===== config.mk =====
export PLATFORM = sky130hd
export DESIGN_NAME = midi_byte_message_parser
export DESIGN_NICKNAME = d
export VERILOG_FILES = /design/src/hw/rtl/mbp_pkg.sv /design/src/hw/rtl/mbp_step.sv /design/src/hw/rtl/midi_byte_message_parser.sv
export SDC_FILE = /design/constraint.sdc
export NUM_CORES = 1
export LEC_CHECK = 0
export ABC_AREA = 1
export BUFFER_PORTS_ARGS = -buffer_cell sky130_fd_sc_hd__buf_4
export CAP_MARGIN = 20
export CORE_MARGIN = 4
export CORE_UTILIZATION = 54
export DETAILED_ROUTE_END_ITERATION = 7
export PLACE_DENSITY = 0.75
export SYNTH_ARGS = -nofsm -noshare
export SYNTH_HDL_FRONTEND = slang
export SYNTH_SLANG_ARGS = --single-unit

===== constraint.sdc =====
create_clock -name aclk -period 5.5 [get_ports aclk]
set_clock_uncertainty 0.05 [all_clocks]
set_input_delay 0.825 -clock aclk [delete_from_list [all_inputs] [get_ports aclk]]
set_output_delay 0.825 -clock aclk [all_outputs]
set_load 0.1 [all_outputs]

===== src/hw/rtl/mbp_pkg.sv =====
// Shared types and constants for the MIDI byte message parser.
// No dependencies; used by mbp_step, the top level and the checker.
`default_nettype none

package mbp_pkg;

    localparam logic [2:0] KIND_NONE       = 3'd0;
    localparam logic [2:0] KIND_NOTE_OFF   = 3'd1;
    localparam logic [2:0] KIND_NOTE_ON    = 3'd2;
    localparam logic [2:0] KIND_CONTROLLER = 3'd3;
    localparam logic [2:0] KIND_PROGRAM    = 3'd4;
    localparam logic [2:0] KIND_STRAY      = 3'd5;

    // upper nibbles of channel status bytes
    localparam logic [3:0] ST_NOTE_OFF   = 4'h8;
    localparam logic [3:0] ST_NOTE_ON    = 4'h9;
    localparam logic [3:0] ST_POLY_PRESS = 4'hA;
    localparam logic [3:0] ST_CONTROLLER = 4'hB;
    localparam logic [3:0] ST_PROGRAM    = 4'hC;
    localparam logic [3:0] ST_CHAN_PRESS = 4'hD;
    localparam logic [3:0] ST_PITCH_BEND = 4'hE;

    // low nibbles of system status bytes
    localparam logic [3:0] SYS_SYSEX_START  = 4'h0;
    localparam logic [3:0] SYS_QUARTER_FRM  = 4'h1;
    localparam logic [3:0] SYS_SONG_POS     = 4'h2;
    localparam logic [3:0] SYS_SONG_SELECT  = 4'h3;

    localparam logic [7:0] SYSEX_END = 8'hF7;

    localparam int TDATA_W = 24;

    typedef struct packed {
        logic       in_sysex;
        logic [1:0] bytes_left;
        logic [2:0] pending_kind;
        logic [3:0] pending_channel;
        logic [7:0] first_data;
    } parse_state_t;

    typedef struct packed {
        logic [2:0] event_kind;
        logic [3:0] channel;
        logic [7:0] param;
        logic [7:0] value;
    } midi_event_t;

endpackage

`default_nettype wire


===== src/hw/rtl/mbp_step.sv =====
// Combinational parse step: one MIDI byte against the current parser state.
// Depends on mbp_pkg for the state and event types and the status codes.
`default_nettype none

module mbp_step (
    input  wire logic [7:0]           midi_byte,
    input  wire mbp_pkg::parse_state_t state_cur,
    output mbp_pkg::parse_state_t      state_nxt,
    output logic                       emit,
    output mbp_pkg::midi_event_t       evt
);

    logic [3:0] upper;
    logic [3:0] lower;
    logic [1:0] len;
    logic [2:0] kind;
    logic       sysex_start;
    logic [1:0] left_dec;

    assign upper    = midi_byte[7:4];
    assign lower    = midi_byte[3:0];
    assign left_dec = state_cur.bytes_left - 2'd1;

    // status byte decode by standard message length
    always_comb begin
        len         = 2'd0;
        kind        = mbp_pkg::KIND_NONE;
        sysex_start = 1'b0;
        case (upper)
            mbp_pkg::ST_NOTE_OFF: begin
                kind = mbp_pkg::KIND_NOTE_OFF;
                len  = 2'd2;
            end
            mbp_pkg::ST_NOTE_ON: begin
                kind = mbp_pkg::KIND_NOTE_ON;
                len  = 2'd2;
            end
            mbp_pkg::ST_CONTROLLER: begin
                kind = mbp_pkg::KIND_CONTROLLER;
                len  = 2'd2;
            end
            mbp_pkg::ST_PROGRAM: begin
                kind = mbp_pkg::KIND_PROGRAM;
                len  = 2'd1;
            end
            mbp_pkg::ST_POLY_PRESS, mbp_pkg::ST_PITCH_BEND: begin
                len = 2'd2;
            end
            mbp_pkg::ST_CHAN_PRESS: begin
                len = 2'd1;
            end
            default: begin
                if (lower == mbp_pkg::SYS_SYSEX_START) begin
                    sysex_start = 1'b1;
                end else if (lower == mbp_pkg::SYS_QUARTER_FRM ||
                             lower == mbp_pkg::SYS_SONG_SELECT) begin
                    len = 2'd1;
                end else if (lower == mbp_pkg::SYS_SONG_POS) begin
                    len = 2'd2;
                end
            end
        endcase
    end

    always_comb begin
        state_nxt = state_cur;
        emit      = 1'b0;
        evt       = '0;
        if (state_cur.in_sysex) begin
            // swallow everything up to the end marker
            if (midi_byte == mbp_pkg::SYSEX_END) begin
                state_nxt.in_sysex = 1'b0;
            end
        end else if (state_cur.bytes_left != 2'd0) begin
            state_nxt.bytes_left = left_dec;
            if (left_dec != 2'd0) begin
                state_nxt.first_data = midi_byte;
            end else begin
                emit        = 1'b1;
                evt.channel = state_cur.pending_channel;
                case (state_cur.pending_kind)
                    mbp_pkg::KIND_NOTE_OFF, mbp_pkg::KIND_NOTE_ON,
                    mbp_pkg::KIND_CONTROLLER: begin
                        evt.event_kind = state_cur.pending_kind;
                        evt.param      = state_cur.first_data;
                        evt.value      = midi_byte;
                    end
                    mbp_pkg::KIND_PROGRAM: begin
                        evt.event_kind = state_cur.pending_kind;
                        evt.value      = midi_byte;
                    end
                    default: begin
                        evt.event_kind = mbp_pkg::KIND_NONE;
                    end
                endcase
            end
        end else if (!midi_byte[7]) begin
            emit           = 1'b1;
            evt.event_kind = mbp_pkg::KIND_STRAY;
            evt.channel    = lower;
        end else if (len == 2'd0) begin
            emit               = 1'b1;
            evt.event_kind     = mbp_pkg::KIND_NONE;
            evt.channel        = lower;
            state_nxt.in_sysex = sysex_start;
        end else begin
            state_nxt.pending_kind    = kind;
            state_nxt.pending_channel = lower;
            state_nxt.bytes_left      = len;
            state_nxt.first_data      = 8'd0;
        end
    end

endmodule

`default_nettype wire


===== src/hw/rtl/midi_byte_message_parser.sv =====
// A byte taken into the input register goes through mbp_step; any event it makes shows on m_* from the result register.
// Throughput: one byte per cycle; the input register stalls only when its byte
// emits an event while the result register is held by m_tready low.
// Reset (aresetn low, synchronous) empties both registers and clears the
// parser state: no sysex, no pending message.
// Top level of the MIDI byte message parser; depends on mbp_pkg and mbp_step.
`default_nettype none

module midi_byte_message_parser (
    input  wire logic        aclk,
    input  wire logic        aresetn,
    input  wire logic        s_tvalid,
    output logic             s_tready,
    input  wire logic [7:0]  s_tdata,   // [7:0] midi_byte
    output logic             m_tvalid,
    input  wire logic        m_tready,
    output logic [23:0]      m_tdata,   // [3:0] channel, [11:4] param, [19:12] value
    output logic [2:0]       m_tuser    // [2:0] event_kind
);

    logic                  in_valid_reg;
    logic [7:0]            in_byte_reg;
    mbp_pkg::parse_state_t state_reg;
    mbp_pkg::parse_state_t state_next;
    logic                  out_valid_reg;
    mbp_pkg::midi_event_t  out_evt_reg;
    logic                  step_emit;
    mbp_pkg::midi_event_t  step_evt;
    logic                  out_free;
    logic                  step_go;

    mbp_step u_step (
        .midi_byte (in_byte_reg),
        .state_cur (state_reg),
        .state_nxt (state_next),
        .emit      (step_emit),
        .evt       (step_evt)
    );

    assign out_free = !out_valid_reg || m_tready;
    // a byte with no result can always advance
    assign step_go  = in_valid_reg && (out_free || !step_emit);
    assign s_tready = !in_valid_reg || step_go;

    always_ff @(posedge aclk) begin
        if (!aresetn) begin
            in_valid_reg  <= 1'b0;
            out_valid_reg <= 1'b0;
            state_reg     <= '0;
        end else begin
            if (s_tready) begin
                in_valid_reg <= s_tvalid;
            end
            if (step_go) begin
                state_reg <= state_next;
            end
            if (step_go && step_emit) begin
                out_valid_reg <= 1'b1;
            end else if (m_tready) begin
                out_valid_reg <= 1'b0;
            end
        end
    end

    // payload registers: no reset
    always_ff @(posedge aclk) begin
        if (s_tready && s_tvalid) begin
            in_byte_reg <= s_tdata;
        end
        if (step_go && step_emit) begin
            out_evt_reg <= step_evt;
        end
    end

    assign m_tvalid = out_valid_reg;
    assign m_tuser  = out_evt_reg.event_kind;
    assign m_tdata  = {4'd0, out_evt_reg.value, out_evt_reg.param, out_evt_reg.channel};

endmodule

`default_nettype wire


Word-level counts from Yosys, hierarchy flattened. Cells that the tools add are included.

Register bits: 51. Input bits: 12. Output and inout bits: 29.

Add/subtract/negate cells: 1. Equal/unequal tests: 17. Mux-type cells: 30. Bitwise logic cells: 5. Reductions and logical operators: 26.

Operators with widths (number): $mux W8 (4); $eq A4 B4 Y1 const B (7); $mux W23 (1); $mux W18 (1); $mux W17 (1); $mux W7 (2); $mux W1 (13); $pmux W3 S4 (1); $reduce_or A4 Y1 (3); $reduce_and A5 Y1 (2); $eq A4 B2 Y1 const B (2); $eq A8 B8 Y1 const B (1); $mux W2 (4); $reduce_bool A2 Y1 (4); $reduce_or A7 Y1 (1); $eq A3 B2 Y1 const B (2); $not A1 Y1 (5); $reduce_or A5 Y1 (1); $eq A4 B1 Y1 const B (1); $logic_not A4 Y1 (1); $logic_or A1 B1 Y1 (4); $mux W4 (1); $pmux W2 S2 (1); $reduce_and A4 Y1 (1); other kinds (11) (15).

Depth between registers and ports, before layout. Gate-level depths: netlist of run 1.

Depth in word-level cells: 15. Depth in mapped cells: 11.

Hierarchy. A second synthesis of run 1 with hierarchy kept.

Cells, all modules: 352. Area, all modules: 2861.5 µm².

By module, submodules not included: midi_byte_message_parser (instances 1, cells each 168, area an instance 1943.1 µm²); mbp_step (instances 1, cells each 184, area an instance 918.4 µm²).

Worst setup path before layout of run 1. No wires, ideal clock.

Path type: reg2out. Start: reg out_valid_reg (netlist: m_tvalid). End: out s_tready. Arrival time: 2.182 ns. Setup slack: 2.443 ns. Stages on the path, launching flop included: 4. Path buffers: 0. Path through: dfxtp_1 -> inv_1 -> nor2_1 -> nand4_1.

Longest elaborated chain between the ends: 5.

RTL lines: from (decl) (line midi_byte_message_parser.sv:25) `logic out_valid_reg;`; from (signal assigned) (line midi_byte_message_parser.sv:48) `out_valid_reg <= 1'b0;`; from (signal assigned) (line midi_byte_message_parser.sv:58) `out_valid_reg <= 1'b1;`; from (signal assigned) (line midi_byte_message_parser.sv:60) `out_valid_reg <= 1'b0;`; $logic_not A1 Y1 (line midi_byte_message_parser.sv:40) `assign out_free = !out_valid_reg || m_tready;`; $logic_or A1 B1 Y1 (line midi_byte_message_parser.sv:40); $logic_or A1 B1 Y1 (line midi_byte_message_parser.sv:42) `assign step_go = in_valid_reg && (out_free || !step_emit);`; $logic_and A1 B1 Y1 (line midi_byte_message_parser.sv:42); $logic_or A1 B1 Y1 (line midi_byte_message_parser.sv:43) `assign s_tready = !in_valid_reg || step_go;`; to (decl) (line midi_byte_message_parser.sv:13) `output logic s_tready,`.

Every way passes these cells.

Worst setup path in the final report of run 1.
Start: reg state_reg[16] in the netlist's numbering. End: out s_tready.

Longest elaborated chain between the ends: 9.

RTL lines: from (decl) (line midi_byte_message_parser.sv:23) `mbp_pkg::parse_state_t state_reg;`; from (signal assigned) (line midi_byte_message_parser.sv:55) `state_reg <= state_next;`; $sub A2 B1 Y2 (line mbp_step.sv:22) `assign left_dec = state_cur.bytes_left - 2'd1;`; $reduce_bool A2 Y1 (line mbp_step.sv:76) `if (left_dec != 2'd0) begin`; $mux W1 (line mbp_step.sv:76); $mux W1 * (line mbp_step.sv:74) `end else if (state_cur.bytes_left != 2'd0) begin`; $mux W1 * (line mbp_step.sv:69) `if (state_cur.in_sysex) begin`; $logic_not A1 Y1 * (line midi_byte_message_parser.sv:42); $logic_or A1 B1 Y1 * (line midi_byte_message_parser.sv:42); $logic_and A1 B1 Y1 * (line midi_byte_message_parser.sv:42); $logic_or A1 B1 Y1 * (line midi_byte_message_parser.sv:43).

Every way passes the cells marked *; elsewhere a longest branch is shown, timed or not.

==> reports/qor.csv, run 1 <==
stage,metric,value,unit
floorplanning,dieWidth,72.7,um
detailed_routing,avgRoutedWirePerCell,12.6,um
finish,stdcell_area,2610,sq um
timing,fmax,345,MHz
placed_design,dp_hpwl,3150,um
critical_path,r2r_end,m_tdata[0]$_SDFFCE_PP0P_,
timing,setup_viol,0,
clock_tree,cts_tree,yes,
timing,worst_pin_slew,0.818,ns
critical_path,cp.required,4.62,ns
detailed_routing,vias,1711,
critical_path,slowest_stage,nor2_1,
synthesis,netlist_area,2260,sq um
floorplanning,die_y,72.7,um
finish,areaGrowthSynthToFinish,15.4,%
floorplanning,rows,23,
synthesis,synth_warnings,0,
finish,num-nets-final,293,
finish,register_area,1330,sq um
synthesis,ys_ff_latch,51,
finish,drive_above_1_share,0.206,
critical_path,startpoint_type,register,
finish,multi_input_comb_area,733,sq um
clock_tree,ctsResizeCount,0,
floorplanning,ios,41,
critical_path,critical_path.max_stage_delay,0.55,ns
detailed_routing,drc,0,
critical_path,reg2reg_from,state_reg[16]$_SDFFE_PN0P_,
power_and_ir_drop,ir_worst_vdd,171,uV
clock_tree,clock-sinks,51,
timing,final-hold-violation-count,0,
timing,maxSlewViolCount,0,
grt,grt_max_degree,24,
synthesis,syn-instance-count,247,
synthesis,ys_types,25,
clock_tree,clockBufferDepth,2,
critical_path,critical_path_cell_count,6,
timing,hold_ws,0.413,ns
placed_design,portBuffers,36,
grt,antenna_found_initial,0,
finish,largest_register_ffs,20,
critical_path,cp-endpoint,s_tready,
clock_tree,hold_buffers,0,
clock_tree,cts.htree.levels,2,
min_path,hp-class,reg2reg,
finish,diodes,0,
critical_path,crit_start,state_reg[16]$_SDFFE_PN0P_,
critical_path,r2r_cells,9,
critical_path,crit_family,simple AND/OR/NAND/NOR gates,
floorplanning,fp.coreArea,4030,sq um
synthesis,synthDominantCellAreaShare,0.412,
synthesis,synth_area_leaders,"edfxtp_1 (41%), dfxtp_1 (18%), nand2_1 (6.8%), nor2_1 (6.8%), inv_1 (4.8%)",
synthesis,synth_largest_area_cell,edfxtp_1,
timing,tns,0,ns
timing,rsz0062_at_grt,no,
critical_path,cp_max_fo,11,
critical_path,path_class,reg2out,
detailed_routing,wirelength,4190,um
floorplanning,start_util,0.561,
critical_path,worstSetupEndpointType,output pin,
timing,slew_headroom,0.454,
finish,nFillCells,348,
placed_design,gp_congestion,0.923,
power_and_ir_drop,leakagePower,1.03,nW
clock_tree,clock_latency,0.30,ns
critical_path,rrSetupSlack,2.75,ns
clock_tree,clockRootBuffer,clkbuf_8,
power_and_ir_drop,power_density,289,nW/um^2
synthesis,avgSynthCellArea,9.14,sq um
clock_tree,cts.clk_slew.worst_paths,0.08,ns
timing,final.min_clock_period,2.90,ns
placed_design,dpl_cell_area,2520,sq um
clock_tree,post-cts-setup-buffers,0,
grt,grt-ovfl-total,0,
detailed_routing,drt_iter0_drc,131,
clock_tree,numCtsBuffers,5,
critical_path,crit_chain,nor2_1 > inv_2 > nor2_2 > nand2_4 > nand4_1 > buf_4,
synthesis,yosysSeqAreaShare,0.589,
grt,grt_pass1_vias,1605,
detailed_routing,dr.pass1.iters,4,
detailed_routing,drtAntennaViolNets,0,
critical_path,crit_buf_inv,2,
status,run_status,"complete, no violations",
grt,grt.total_usage,0.177,
grt,grt_pass1_wl,7130,um
critical_path,cp.arrival,2.02,ns
detailed_routing,vias_per_cell,5.15,
run,cap_violations,0,
timing,min_period_over_period,0.526,
floorplanning,dieArea,5280,sq um
==> cells in the mapped netlist <==
master    count
dfxtp_1      20
conb_1        1
buf_4         7
nand2_4       1
buf_6         1
nor2_2        3
nand4_1      15
inv_1        29
nor2_4        1
nor2_1       41
nand2_2       2
edfxtp_1     31
clkbuf_1      2
inv_2         4
o21ai_1       3
a32o_1        1
nor3_4        1
nor3_1        2
o21ai_0       9
buf_2         2
and2_1        1
nand3_2       3
nand2_1      41
nand3_1       5
a21oi_1      21
==> layout make-up <==
| type | instances | area share |
|---|---|---|
| inverters | 33 | 0.0475 |
| repair buffers | 36 | 0.104 |
| multi-input cells | 154 | 0.281 |
| flip-flops and latches | 51 | 0.511 |
| clock inverters | 2 | 0.00480 |
| clock buffers | 6 | 0.0278 |
| well taps | 50 | 0.0240 |
==> through the flow <==
step	power (mW)	utilization	cells	setup slack, ns
2_1_floorplan	0.536	-	250	2.44
5_1_grt	0.786	0.647	332	2.44
6_report	0.754	0.647	332	2.60
3_3_place_gp	0.558	0.626	324	2.83
3_5_place_dp	0.559	0.626	324	2.75
4_1_cts	0.757	0.647	332	2.61
==> cell usage in the layout (no fill, tap or decap), types with 3 or more instances in the layout <==
master    instances
inv_1            29
nor2_1           41
dfxtp_1          20
nand4_1          15
edfxtp_1         31
buf_4            36
nor2_2            3
inv_2             4
o21ai_1           3
a21oi_1          21
nand3_2           3
nand3_1           5
nand2_1          41
conb_1            4
o21ai_0           9
clkbuf_8          5
==> logic make-up after synthesis <==
logic type             count (synthesis)  synth area share
AO/OA/AOI/OAI                         34            0.0776
buffers and inverters                 45            0.0909
other                                  1           0.00166
flip-flops                            51             0.589
AND/OR/NAND/NOR                      116             0.240
==> worst min path at each step <==
stage / start / endpoint / slack, ns / cells after the start
2_1_floorplan: state_reg[6]$_SDFFE_PN0P_ / state_reg[6]$_SDFFE_PN0P_ / 0.39 / 2
3_3_place_gp: state_reg[3]$_SDFFE_PN0P_ / state_reg[3]$_SDFFE_PN0P_ / 0.40 / 2
3_5_place_dp: state_reg[6]$_SDFFE_PN0P_ / state_reg[6]$_SDFFE_PN0P_ / 0.40 / 2
4_1_cts: state_reg[6]$_SDFFE_PN0P_ / state_reg[6]$_SDFFE_PN0P_ / 0.42 / 2
5_1_grt: state_reg[7]$_SDFFE_PN0P_ / state_reg[7]$_SDFFE_PN0P_ / 0.44 / 2
6_report: state_reg[6]$_SDFFE_PN0P_ / state_reg[6]$_SDFFE_PN0P_ / 0.41 / 2
==> worst min-delay path: stages (launching register included) <==
cell and delay [ns]:
dfxtp_1 0.31, nand2_1 0.06, a21oi_1 0.05
==> where the power goes <==
group / total [mW] / switching, mW / leakage (nW) / internal, mW
clock: 0.204 / 0.115 / 0.0412 / 0.0889
sequential: 0.428 / 0.00864 / 0.459 / 0.419
combinational: 0.123 / 0.0980 / 0.533 / 0.0247
total: 0.754 / 0.221 / 1.03 / 0.533
==> per-layer routing <==
| metal | vias up | wire [um] | global-route usage | share of wire |
|---|---|---|---|---|
| met2 | 51 | 2010 | 0.287 | 0.48 |
| met3 | 8 | 257 | 0.0455 | 0.061 |
| met1 | 773 | 1840 | 0.223 | 0.44 |
| li1 | 879 | - | - | - |
| met5 | - | 0 | 0 | 0 |
| met4 | 0 | 91 | 0.0820 | 0.022 |
Power figures use the tool's default switching activity.
==> run 2: changes to the inputs <==
--- a/config.mk
+++ b/config.mk
@@ -9,9 +9,9 @@
 export BUFFER_PORTS_ARGS = -buffer_cell sky130_fd_sc_hd__buf_4
 export CAP_MARGIN = 20
 export CORE_MARGIN = 4
-export CORE_UTILIZATION = 54
+export CORE_UTILIZATION = 49
 export DETAILED_ROUTE_END_ITERATION = 7
-export PLACE_DENSITY = 0.75
+export PLACE_DENSITY = 0.71
 export SYNTH_ARGS = -nofsm -noshare
 export SYNTH_HDL_FRONTEND = slang
 export SYNTH_SLANG_ARGS = --single-unit
==> constraint.sdc (replaced) <==
create_clock -name aclk -period 2.4 [get_ports aclk]
set_clock_uncertainty 0.05 [all_clocks]
set_input_delay 0.36 -clock aclk [delete_from_list [all_inputs] [get_ports aclk]]
set_output_delay 0.36 -clock aclk [all_outputs]
set_load 0.1 [all_outputs]
==> run 2 against run 1 <==
Compared with the run above: worst setup slack worse by 2.5 ns; sequential cell count is the same; non-clock buffer count grew 5; routed wire length rose by 3.0%; largest power group unchanged; highest routed layer unchanged.
==> reports/qor.csv, run 2 (synthesized netlist as in run 1, its figures left out) <==
stage,metric,value,unit,change
status,run_status,"complete, no violations",,
detailed_routing,dr.pass1.iters,4,,unchanged
timing,maxSlewViolCount,0,,unchanged
critical_path,cp.required,1.99,ns,-2.63 ns
floorplanning,fp.coreArea,4410,sq um,+9.6%
floorplanning,start_util,0.512,,-0.0489
timing,final-hold-violation-count,0,,unchanged
grt,grt.total_usage,0.168,,-0.00920
critical_path,worstSetupEndpointType,output pin,,
timing,slew_headroom,0.664,,+0.210
timing,rsz0062_at_grt,no,,
grt,grt_pass1_vias,1532,,-4.5%
detailed_routing,drt_iter0_drc,97,,-26%
finish,fin_cells,339,,+2.1%
detailed_routing,drtAntennaViolNets,0,,unchanged
grt,grt_pass1_wl,7120,um,about the same
critical_path,rrSetupSlack,0.33,ns,-2.42 ns
finish,final_util,0.604,,-0.0426
clock_tree,ctsResizeCount,0,,unchanged
critical_path,cp_max_fo,5,,-6
timing,setup_viol,0,,unchanged
critical_path,slowest_stage,edfxtp_1,,
floorplanning,rows,24,,+4.3%
floorplanning,die_y,75.9,um,+4.4%
clock_tree,cts.clk_slew.worst_paths,0.09,ns,about the same
clock_tree,hold_buffers,0,,unchanged
power_and_ir_drop,pwr-share-clk,0.268,,-0.002
finish,num-nets-final,298,,+1.7%
floorplanning,dieArea,5760,sq um,+9.1%
placed_design,portBuffers,36,,unchanged
finish,final_cell_mix,"nor2_1 (41), buf_4 (40), nand2_1 (39)",,
timing,min_period_over_period,0.952,,
run,cap_violations,0,,unchanged
grt,grt_max_degree,24,,unchanged
finish,final_common_cell,nor2_1,,
critical_path,startpoint_type,register,,
critical_path,path_class,reg2out,,
timing,final.min_clock_period,2.28,ns,
finish,areaGrowthSynthToFinish,18.1,%,
timing,hold_ws,0.178,ns,-0.236 ns
placed_design,gp_congestion,0.892,,-3.4%
critical_path,crit_chain,inv_2 > nand2_1 > nor2_1 > nor2_4 > nand3_2 > nand2_4 > nand4_1 > buf_4,,
placed_design,dp_hpwl,3230,um,+2.5%
min_path,hp-class,in2reg,,
clock_tree,clock_latency,0.30,ns,about the same
detailed_routing,avgRoutedWirePerCell,12.7,um,+0.88%
power_and_ir_drop,switchingPower,0.509,mW,+130%
power_and_ir_drop,leakagePower,1.07,nW,+3.5%
clock_tree,clockRootBuffer,clkbuf_8,,
power_and_ir_drop,internal_power,1.23,mW,+130%
finish,stdcell_area,2670,sq um,+2.4%
finish,drive_above_1_share,0.230,,+0.0243
power_and_ir_drop,seq_power_share,0.562,,-0.005
floorplanning,dieWidth,75.9,um,+4.4%
placed_design,dpl_cell_area,2570,sq um,+1.9%
clock_tree,cts_tree,yes,,
grt,antenna_found_initial,0,,unchanged
detailed_routing,vias,1721,,+0.58%
detailed_routing,vias_per_cell,5.08,,-1.5%
detailed_routing,wirelength,4320,um,+3.0%
timing,worst_slack,0.115,ns,-2.49 ns
power_and_ir_drop,pwr-share-comb,0.170,,+0.007
clock_tree,numCtsBuffers,5,,unchanged
grt,grt-ovfl-total,0,,unchanged
clock_tree,cts.htree.levels,2,,unchanged
timing,fmax,438,MHz,
power_and_ir_drop,power_density,651,nW/um^2,+130%
detailed_routing,drc,0,,unchanged
placed_design,placedCellCount,330,,+1.9%
power_and_ir_drop,switching_share,0.293,,about the same
timing,worst_pin_slew,0.503,ns,-0.315 ns
power_and_ir_drop,ir_worst_vdd,453,uV,+170%
floorplanning,ios,41,,unchanged
clock_tree,post-cts-setup-buffers,0,,unchanged
finish,diodes,0,,unchanged
critical_path,critical_path.max_stage_delay,0.41,ns,-0.14 ns
placed_design,dp_slack,0.343,ns,-2.41 ns
critical_path,cp.arrival,1.87,ns,-0.15 ns
clock_tree,clock-sinks,51,,unchanged
clock_tree,clockBufferDepth,2,,unchanged
finish,largest_register_ffs,20,,unchanged
-- run 2: per-stage QoR --
step / setup TNS (ns) / power [mW]
after CTS: 0 / 1.75
after global routing: 0 / 1.82
after global placement: 0 / 1.29
final: 0 / 1.74
after detailed placement: 0 / 1.29
after floorplan: -2.92 / 1.23
-- run 2: worst max-delay path, delay by kind of cell (launching register included) --
| family | cells | cell delay (ns) |
|---|---|---|
| flops | 1 | 0.41 |
| simple gates | 6 | 0.72 |
| buf+inv | 2 | 0.45 |
-- run 2: worst paths after layout --
kind | from | endpoint | depth (start not counted)
setup / recovery | in_byte_reg[3]$_DFFE_PP_ | s_tready | 8
hold / removal | s_tdata[2] | in_byte_reg[2]$_DFFE_PP_ | 1
setup reg to reg | in_byte_reg[3]$_DFFE_PP_ | m_tuser[2]$_SDFFCE_PP0P_ | 12
hold reg to reg | state_reg[2]$_SDFFE_PN0P_ | state_reg[2]$_SDFFE_PN0P_ | 2
-- run 2: power by group through the flow --
stage | clock network (mW) | registers (mW) | logic [mW]
2_1_floorplan | 0 | 1.11 | 0.128
3_3_place_gp | 0 | 0.996 | 0.290
3_5_place_dp | 0 | 0.997 | 0.293
4_1_cts | 0.478 | 0.977 | 0.294
5_1_grt | 0.521 | 0.981 | 0.315
6_report | 0.465 | 0.976 | 0.295
-- run 2: layer usage --
layer / vias to the layer above / share of wire / track usage / routed length (um)
li1: 882 / - / - / -
met1: 785 / 0.45 / 0.217 / 1950
met2: 46 / 0.47 / 0.269 / 2040
met3: 8 / 0.056 / 0.0475 / 243
met4: 0 / 0.020 / 0.0621 / 85
met5: - / 0 / 0 / 0
-- run 2: layout make-up --
cell class                      instances  area [sq um]
Tap cell                               52          65.1
Clock buffer                            6          72.6
Clock inverter                          2          12.5
Fill cell                             392          1750
Sequential cell                        51          1330
Timing Repair Buffer                   41           313
Multi-Input combinational cell        154           748
Inverter                               33           124
